$ cat config.mk
export PLATFORM = sky130hd
export DESIGN_NAME = lfu_cache_table
export DESIGN_NICKNAME = d
export VERILOG_FILES = /design/src/rtl/lfu_pkg.sv /design/src/rtl/lfu_ctrl.sv /design/src/rtl/lfu_dp.sv /design/src/rtl/lfu_cache_table.sv
export SDC_FILE = /design/constraint.sdc
export NUM_CORES = 2
export LEC_CHECK = 0
export BUFFER_PORTS_ARGS = -buffer_cell sky130_fd_sc_hd__buf_2
export CORE_UTILIZATION = 33
export CTS_BUF_LIST = sky130_fd_sc_hd__clkbuf_16
export CTS_CLUSTER_DIAMETER = 150
export DETAILED_ROUTE_END_ITERATION = 12
export PLACE_DENSITY = 0.56
export SKIP_CTS_REPAIR_TIMING = 1
export SLEW_MARGIN = 20
export SYNTH_ARGS = -nofsm -noshare
export SYNTH_HDL_FRONTEND = slang
export SYNTH_SLANG_ARGS = --single-unit
$ cat constraint.sdc
create_clock -name clk -period 13.6 [get_ports clk]
set_input_delay 0.68 -clock clk [delete_from_list [all_inputs] [get_ports clk]]
set_output_delay 0.68 -clock clk [all_outputs]
set_load 0.01 [all_outputs]
$ cat src/rtl/lfu_pkg.sv
// ----------------------------------------------------------------------------
// lfu_pkg
// Shared types and constants for the LFU cache table.
// ----------------------------------------------------------------------------
package lfu_pkg;

	localparam int unsigned ENTRIES_DEF = 16;
	localparam int unsigned CAP_W = 5;
	localparam logic [CAP_W-1:0] CAP_RESET = 5'd16;
	localparam logic [31:0] COUNT_MAX = 32'hFFFF_FFFF;

	localparam logic OP_GET = 1'b0;
	localparam logic OP_PUT = 1'b1;

	typedef enum logic [2:0] {
		ST_IDLE,
		ST_SCAN,
		ST_DECIDE,
		ST_EVICT,
		ST_UPDATE,
		ST_DONE
	} state_t;

	typedef struct packed {
		logic scan_clear;
		logic scan_step;
		logic do_evict;
		logic do_hit;
		logic do_insert;
		logic respond;
	} ctrl_t;

	typedef struct packed {
		logic scan_last;
		logic found;
		logic full;
		logic disabled;
		logic is_put;
		logic has_free;
		logic has_victim;
	} stat_t;

endpackage

$ cat src/rtl/lfu_ctrl.sv
// ----------------------------------------------------------------------------
// lfu_ctrl
// Request sequencer: scan, decide, evict/insert or hit update, respond.
// ----------------------------------------------------------------------------
module lfu_ctrl (
	input  logic            clk,
	input  logic            arst_n,
	input  logic            start,
	input  lfu_pkg::stat_t  stat,
	output lfu_pkg::ctrl_t  ctrl,
	output logic            busy
);

	lfu_pkg::state_t state_q, state_d;

	always_ff @(posedge clk or negedge arst_n) begin
		if (!arst_n) state_q <= lfu_pkg::ST_IDLE;
		else state_q <= state_d;
	end

	always_comb begin
		state_d = state_q;
		ctrl = '0;
		busy = (state_q != lfu_pkg::ST_IDLE);
		case (state_q)
			lfu_pkg::ST_IDLE: begin
				if (start) begin
					ctrl.scan_clear = 1'b1;
					state_d = lfu_pkg::ST_SCAN;
				end
			end
			lfu_pkg::ST_SCAN: begin
				ctrl.scan_step = 1'b1;
				if (stat.scan_last) state_d = lfu_pkg::ST_DECIDE;
			end
			lfu_pkg::ST_DECIDE: begin
				if (stat.disabled) state_d = lfu_pkg::ST_DONE;
				else if (stat.found) state_d = lfu_pkg::ST_UPDATE;
				else if (!stat.is_put) state_d = lfu_pkg::ST_DONE;
				else if (stat.full && stat.has_victim) state_d = lfu_pkg::ST_EVICT;
				else state_d = lfu_pkg::ST_UPDATE;
			end
			lfu_pkg::ST_EVICT: begin
				ctrl.do_evict = 1'b1;
				state_d = lfu_pkg::ST_UPDATE;
			end
			lfu_pkg::ST_UPDATE: begin
				if (stat.found) ctrl.do_hit = 1'b1;
				else if (stat.has_free) ctrl.do_insert = 1'b1;
				state_d = lfu_pkg::ST_DONE;
			end
			lfu_pkg::ST_DONE: begin
				ctrl.respond = 1'b1;
				state_d = lfu_pkg::ST_IDLE;
			end
			default: state_d = lfu_pkg::ST_IDLE;
		endcase
	end

endmodule

$ cat src/rtl/lfu_dp.sv
// ----------------------------------------------------------------------------
// lfu_dp
// Entry table with one-slot-per-cycle scan for key match, victim and free slot.
// ----------------------------------------------------------------------------
module lfu_dp #(
	parameter int unsigned ENTRIES = lfu_pkg::ENTRIES_DEF
) (
	input  logic                     clk,
	input  logic                     arst_n,
	input  logic                     start,
	input  logic                     busy,
	input  logic                     opcode,
	input  logic [31:0]              lookup_key,
	input  logic signed [31:0]       write_value,
	input  logic [lfu_pkg::CAP_W-1:0] cap_cfg,
	input  lfu_pkg::ctrl_t           ctrl,
	output lfu_pkg::stat_t           stat,
	output logic                     hit,
	output logic signed [31:0]       read_value,
	output logic                     done
);

	localparam int unsigned IW = (ENTRIES > 1) ? $clog2(ENTRIES) : 1;
	localparam int unsigned OW = $clog2(ENTRIES + 1);

	logic [ENTRIES-1:0] valid_q;
	logic [31:0]        key_q   [ENTRIES];
	logic [31:0]        data_q  [ENTRIES];
	logic [31:0]        cnt_q   [ENTRIES];
	logic [IW-1:0]      rank_q  [ENTRIES];
	logic [OW-1:0]      occ_q;

	logic               op_q;
	logic [31:0]        rkey_q;
	logic [31:0]        rval_q;
	logic [IW-1:0]      idx_q;
	logic               found_q, vic_ok_q, free_ok_q;
	logic [IW-1:0]      hit_idx_q, vic_idx_q, free_idx_q;
	logic [31:0]        vic_cnt_q;
	logic [IW-1:0]      vic_rank_q;
	logic               hit_q;
	logic [31:0]        rd_q;
	logic               done_q;
	logic [OW-1:0]      cap_eff;

	always_comb begin
		if ({{(32-lfu_pkg::CAP_W){1'b0}}, cap_cfg} > ENTRIES) cap_eff = OW'(ENTRIES);
		else cap_eff = OW'(cap_cfg);
	end

	logic cur_v, cur_match, cur_better;
	always_comb begin
		cur_v = valid_q[idx_q];
		cur_match = cur_v && (key_q[idx_q] == rkey_q);
		cur_better = cur_v && (!vic_ok_q || (cnt_q[idx_q] < vic_cnt_q) ||
			((cnt_q[idx_q] == vic_cnt_q) && (rank_q[idx_q] > vic_rank_q)));
	end

	assign stat.scan_last  = ({{(32-IW){1'b0}}, idx_q} == ENTRIES - 1);
	assign stat.found      = found_q;
	assign stat.full       = ({{(32-OW){1'b0}}, occ_q} >= {{(32-OW){1'b0}}, cap_eff});
	assign stat.disabled   = (cap_eff == '0);
	assign stat.is_put     = (op_q == lfu_pkg::OP_PUT);
	assign stat.has_free   = free_ok_q;
	assign stat.has_victim = vic_ok_q;

	always_ff @(posedge clk) begin
		if (start && !busy) begin
			op_q   <= opcode;
			rkey_q <= lookup_key;
			rval_q <= write_value;
		end
	end

	always_ff @(posedge clk or negedge arst_n) begin
		if (!arst_n) begin
			valid_q   <= '0;
			occ_q     <= '0;
			idx_q     <= '0;
			found_q   <= 1'b0;
			vic_ok_q  <= 1'b0;
			free_ok_q <= 1'b0;
			done_q    <= 1'b0;
			hit_q     <= 1'b0;
			rd_q      <= '0;
		end else begin
			done_q <= ctrl.respond;
			if (ctrl.scan_clear) begin
				idx_q     <= '0;
				found_q   <= 1'b0;
				vic_ok_q  <= 1'b0;
				free_ok_q <= 1'b0;
			end
			if (ctrl.scan_step) begin
				idx_q <= idx_q + 1'b1;
				if (cur_match && !found_q) begin
					found_q   <= 1'b1;
					hit_idx_q <= idx_q;
				end
				if (cur_better) begin
					vic_ok_q   <= 1'b1;
					vic_idx_q  <= idx_q;
					vic_cnt_q  <= cnt_q[idx_q];
					vic_rank_q <= rank_q[idx_q];
				end
				if (!cur_v && !free_ok_q) begin
					free_ok_q  <= 1'b1;
					free_idx_q <= idx_q;
				end
			end
			if (ctrl.do_evict) begin
				valid_q[vic_idx_q] <= 1'b0;
				for (int i = 0; i < ENTRIES; i++)
					if (valid_q[i] && rank_q[i] > vic_rank_q) rank_q[i] <= rank_q[i] - 1'b1;
				occ_q <= occ_q - 1'b1;
				free_ok_q  <= 1'b1;
				free_idx_q <= (free_ok_q && free_idx_q < vic_idx_q) ? free_idx_q : vic_idx_q;
			end
			if (ctrl.do_hit) begin
				for (int i = 0; i < ENTRIES; i++)
					if (valid_q[i] && rank_q[i] < rank_q[hit_idx_q]) rank_q[i] <= rank_q[i] + 1'b1;
				rank_q[hit_idx_q] <= '0;
				if (cnt_q[hit_idx_q] != lfu_pkg::COUNT_MAX)
					cnt_q[hit_idx_q] <= cnt_q[hit_idx_q] + 32'd1;
				if (op_q == lfu_pkg::OP_PUT) data_q[hit_idx_q] <= rval_q;
			end
			if (ctrl.do_insert) begin
				for (int i = 0; i < ENTRIES; i++)
					if (valid_q[i]) rank_q[i] <= rank_q[i] + 1'b1;
				valid_q[free_idx_q] <= 1'b1;
				key_q[free_idx_q]   <= rkey_q;
				data_q[free_idx_q]  <= rval_q;
				cnt_q[free_idx_q]   <= 32'd1;
				rank_q[free_idx_q]  <= '0;
				occ_q <= occ_q + 1'b1;
			end
			if (ctrl.respond) begin
				hit_q <= found_q && !stat.disabled;
				rd_q  <= (found_q && !stat.disabled && op_q == lfu_pkg::OP_GET) ?
					data_q[hit_idx_q] : 32'd0;
			end
		end
	end

	assign hit        = hit_q;
	assign read_value = rd_q;
	assign done       = done_q;

endmodule

$ cat src/rtl/lfu_cache_table.sv
// Path from the accepting edge to done: slot-by-slot scan, decide, evict (evicting put only),
// update (hit or plain insert), done state, then the registered done; get miss or disabled skip both.
// A new request is taken only once the sequencer is back in idle, after the previous done state.
// The result strobe done lasts one cycle; the receiver cannot stall.
// Reset: asynchronous, clears valid bits, occupancy and control; capacity 16.
// ----------------------------------------------------------------------------
// lfu_cache_table
// LFU key-value cache, LRU tie-break, sequencer plus datapath.
// ----------------------------------------------------------------------------
module lfu_cache_table #(
	parameter int unsigned ENTRIES = lfu_pkg::ENTRIES_DEF
) (
	input  logic                      clk,
	input  logic                      arst_n,
	input  logic                      start,
	output logic                      busy,
	input  logic                      opcode,
	input  logic [31:0]               lookup_key,
	input  logic signed [31:0]        write_value,
	output logic                      done,
	output logic                      hit,
	output logic signed [31:0]        read_value,
	input  logic                      cfg_valid,
	output logic                      cfg_ready,
	input  logic [lfu_pkg::CAP_W-1:0] cfg_data
);

	lfu_pkg::ctrl_t ctrl;
	lfu_pkg::stat_t stat;
	logic [lfu_pkg::CAP_W-1:0] cap_q;

	assign cfg_ready = 1'b1;

	always_ff @(posedge clk or negedge arst_n) begin
		if (!arst_n) cap_q <= lfu_pkg::CAP_RESET;
		else if (cfg_valid && cfg_ready) cap_q <= cfg_data;
	end

	lfu_ctrl u_ctrl (
		.clk(clk), .arst_n(arst_n), .start(start), .stat(stat), .ctrl(ctrl), .busy(busy)
	);

	lfu_dp #(.ENTRIES(ENTRIES)) u_dp (
		.clk(clk), .arst_n(arst_n), .start(start), .busy(busy), .opcode(opcode),
		.lookup_key(lookup_key), .write_value(write_value), .cap_cfg(cap_q),
		.ctrl(ctrl), .stat(stat), .hit(hit), .read_value(read_value), .done(done)
	);

endmodule

==> reports/qor.log <==
[status] run status completed
[timing] setup repair after global routing missed its margin false
[routing] wire length per cell 26.5 um
[clock_network] number of CTS-inserted buffers 193
[synth] library cells used by synthesis 79
[clock_network] CTS Root Buffer Type clkbuf_16
[setup_path] count of cells along the worst register-to-register path 15
[clock_network] # clock sinks 1,787
[die] horizontal die dimension 490 um
[clock_network] insertion delay of the later-clocked pin in the worst-skew pair 0.85 ns
[routing] DR iter-0 viols 3,891
[layout] layout cell share with drive strength beyond 1 23.9%
[synth] top post-synthesis cells by area edfxtp_1, mux4_2, ha_1
[power_and_ir_drop] power density normalized to cell area 161 mW/mm^2
[synth] count of mapped cells out of synthesis 4,383
[die] Die Area 0.240 mm^2
[grt] largest net degree at the start of global routing 118
[timing] normalized max-slew margin 30.6%
[layout] area used by sequential logic in the layout 0.0527 mm^2
[clock_network] clock edge transition at the registers on the reported setup and hold paths 0.06 ns
[routing] drt first pass iters 5
[clock_network] deepest level of the CTS H-tree 4
[routing] Via-to-Cell Ratio 5.40
[power_and_ir_drop] cell leakage power 30.1 nW
[placement] GPL Wtd Cong 0.824
[timing] pins over their slew limit 0
[layout] post-layout net count 4,890
[synth] syn_nets 4,658
[die] IO Count 110
[grt] total overflow reported by the global router 0
[die] initial standard-cell utilization of the core 33.3%
[grt] via count of the first global-routing pass 43,800
[placement] Post-Place Setup Slack 6.94 ns
[synth] mux share of post-synthesis cell area 18.2%
[placement] post-detailed-placement half-perimeter wirelength 117,000 um
[job] max-capacitance violation count 0
[timing] clock period minus final worst setup slack 6.31 ns
[synth] area share of the largest cell type after synthesis 62.9%
[setup_path] arrival time at the worst endpoint 6.75 ns
[synth] Top FF cell, synth edfxtp_1
[synth] Post-Synth Simple-Gate Area 3.72%
[routing] DRC violation count after routing 0
[clock_network] clock tree from TritonCTS yes
[die] standard cell core area 0.236 mm^2
[layout] highest-count cells in the layout ignoring fill and taps edfxtp_1, mux4_2, mux2i_1
[setup_path] required time at the worst-slack endpoint 14.04 ns
[min_path] worst min-delay path class in2reg
[synth] main combinational cell family by area after synthesis multiplexers
[synth] area of the mapped netlist 0.0787 mm^2
[setup_path] CP startpoint kind register
[placement] count of port buffers added during placement 108
[setup_path] crit-path max FO 50
[timing] final count of negative-setup-slack endpoints 0
[die] row cnt 178
[synth] cell type with the largest total area after synthesis edfxtp_1
[routing] Post-DRT Antenna Nets 0
[synth] yosys synthesis warning count 0
[grt] antenna violations before repair 4
[layout] final-layout fill cell count 21,600
[setup_path] critical path class reg2reg
[power_and_ir_drop] VDD IR max 0.154 mV
[synth] post-synthesis xor/xnor area fraction 1.30%
[grt] first-pass GRT wire length 308,000 um
[timing] final-layout setup total negative slack 0 ns
[grt] GRT Overall Usage 17.3%
[timing] Setup Skew 0.0669 ns
[timing] count of final hold-check violations 0
[synth] Avg Inst Size Synth 18.0 um^2
[routing] total number of vias 42,800
[clock_network] deepest clock path buffer count 3
[synth] number of synthesized register bits 1,787
[min_path] depth of the worst hold-timing path 1
[routing] total wirelength of the detailed-routed design 210,000 um
[timing] Max Clk Rate 159 MHz
[synth] async set or reset register ratio after synthesis 3.92%
[setup_path] nature of the critical path endpoint register
[synth] Compound-Gate Fraction of Synth Area 4.58%
[synth] part of the Yosys area used for sequential elements 66.9%
[timing] fraction of the cycle the final worst path needs 46.4%
[layout] footprint of the multi-input gates 0.0248 mm^2
[timing] slack of the critical path 7.29 ns
[layout] area added between synthesis and finish 14.8%
[timing] slew of the pin with the lowest slew margin 1.04 ns
[synth] Post-synth EDFFs 1,649
[die] Die Span Y 490 um
[synth] adder-cell area share of the yosys netlist 3.27%
[layout] commonest non-fill, non-tap cell in the layout edfxtp_1
## routing by layer
metal | GRT usage, % | wire [um]
met1 | 24.1 | 92300
met2 | 28.1 | 101000
met3 | 2.88 | 12300
met4 | 4.78 | 5250
met5 | 0 | 13
## flip-flops by register name, indices dropped and copies added (netlist names), 5 cells and up, named ones only
register and cells:
u_dp.cnt_q 512, u_dp.data_q 512, u_dp.key_q 512, u_dp.rank_q 64
u_dp.read_value 32, u_dp.rkey_q 32, u_dp.rval_q 32, u_dp.vic_cnt_q 32
u_dp.valid_q 16, cap_q 5, u_dp.occ_q 5
## final cells by class
class / instances / area share, %
well taps: 3150 / 4.36
inverters: 141 / 0.596
flip-flops and latches: 1787 / 58.3
repair buffers: 248 / 1.97
clock inverters: 168 / 1.92
multi-input cells: 2244 / 27.5
clock buffers: 194 / 5.37
diodes: 3 / 0.00831
## worst max-delay path, stage by stage (launching register included)
cell     delay, ns
dfrtp_4       0.82
buf_4         0.66
buf_4         0.82
mux4_2        0.60
a22oi_1       0.20
nand2_1       0.12
ha_1          0.31
a21o_1        0.17
a21o_1        0.17
a21o_1        0.17
a21o_1        0.16
a21oi_1       0.16
o21ai_0       0.13
or4_1         0.51
a31oi_1       0.22
and2_4        0.60
## final timing paths
kind                                      from  slack (ns)                  end
setup reg to reg                 u_dp.idx_q[0]        7.29   u_dp.vic_rank_q[0]
hold / removal                  write_value[2]        0.05       u_dp.rval_q[2]
hold reg to reg            u_dp.read_value[28]        0.48  u_dp.read_value[28]
setup / recovery                 u_dp.idx_q[0]        7.29   u_dp.vic_rank_q[0]
max in group asynchronous               arst_n       11.75        u_dp.idx_q[0]
min in group asynchronous               arst_n        0.36   u_dp.read_value[5]
## cell usage after synthesis (12+ instances only)
library cell and instances:
a211oi_1 18, a21o_1 31, a21oi_1 78, a221oi_1 84, a22o_1 13, a22oi_1 45
buf_1 22, buf_2 68, buf_4 15, buf_6 13, clkbuf_1 86, dfrtp_1 69
dfxtp_1 68, edfxtp_1 1649, ha_1 193, inv_1 139, mux2_2 39, mux2i_1 212
mux4_2 520, nand2_1 171, nand2b_1 17, nand3_1 72, nand4_1 27, nor2_1 183
nor2b_1 38, nor3_1 18, o21a_1 29, o21ai_0 168, o31ai_1 12, xnor2_1 63
xor2_1 54
## power breakdown
part	switching, W	leakage, nW	total, W	internal (W)
sequential	0.000256	16.3	0.00645	0.00619
combinational	0.00153	10.5	0.00269	0.00116
clock	0.00230	3.30	0.00540	0.00310
total	0.00409	30.1	0.0145	0.0105
## cell families (layout without fill, tap and decap cells)
kind of cell | count (synthesis) | count (layout)
and+or+nand+nor | 611 | 611
AOI/OAI and AO/OA | 540 | 540
xor gates and xnor gates | 117 | 117
adders and majority gates | 201 | 201
buffers and inverters | 352 | 751
DFF | 1787 | 1787
muxes | 774 | 774
other | 1 | 4
## stage by stage
stage | std cells | total power [W] | hold slack [ns] | utilization (%) | cell area (um^2)
after floorplan | 4383 | 0.00838 | 0.384 | - | 78700
after global placement | 7527 | 0.00924 | 0.460 | 35.3 | 83300
after detailed placement | 7527 | 0.00927 | 0.469 | 35.3 | 83300
after CTS | 7889 | 0.0147 | -0.260 | 38.1 | 89900
after global routing | 7933 | 0.0151 | 0.00146 | 38.3 | 90300
final | 7935 | 0.0145 | 0.0468 | 38.3 | 90300
Power figures use the tool's default switching activity.
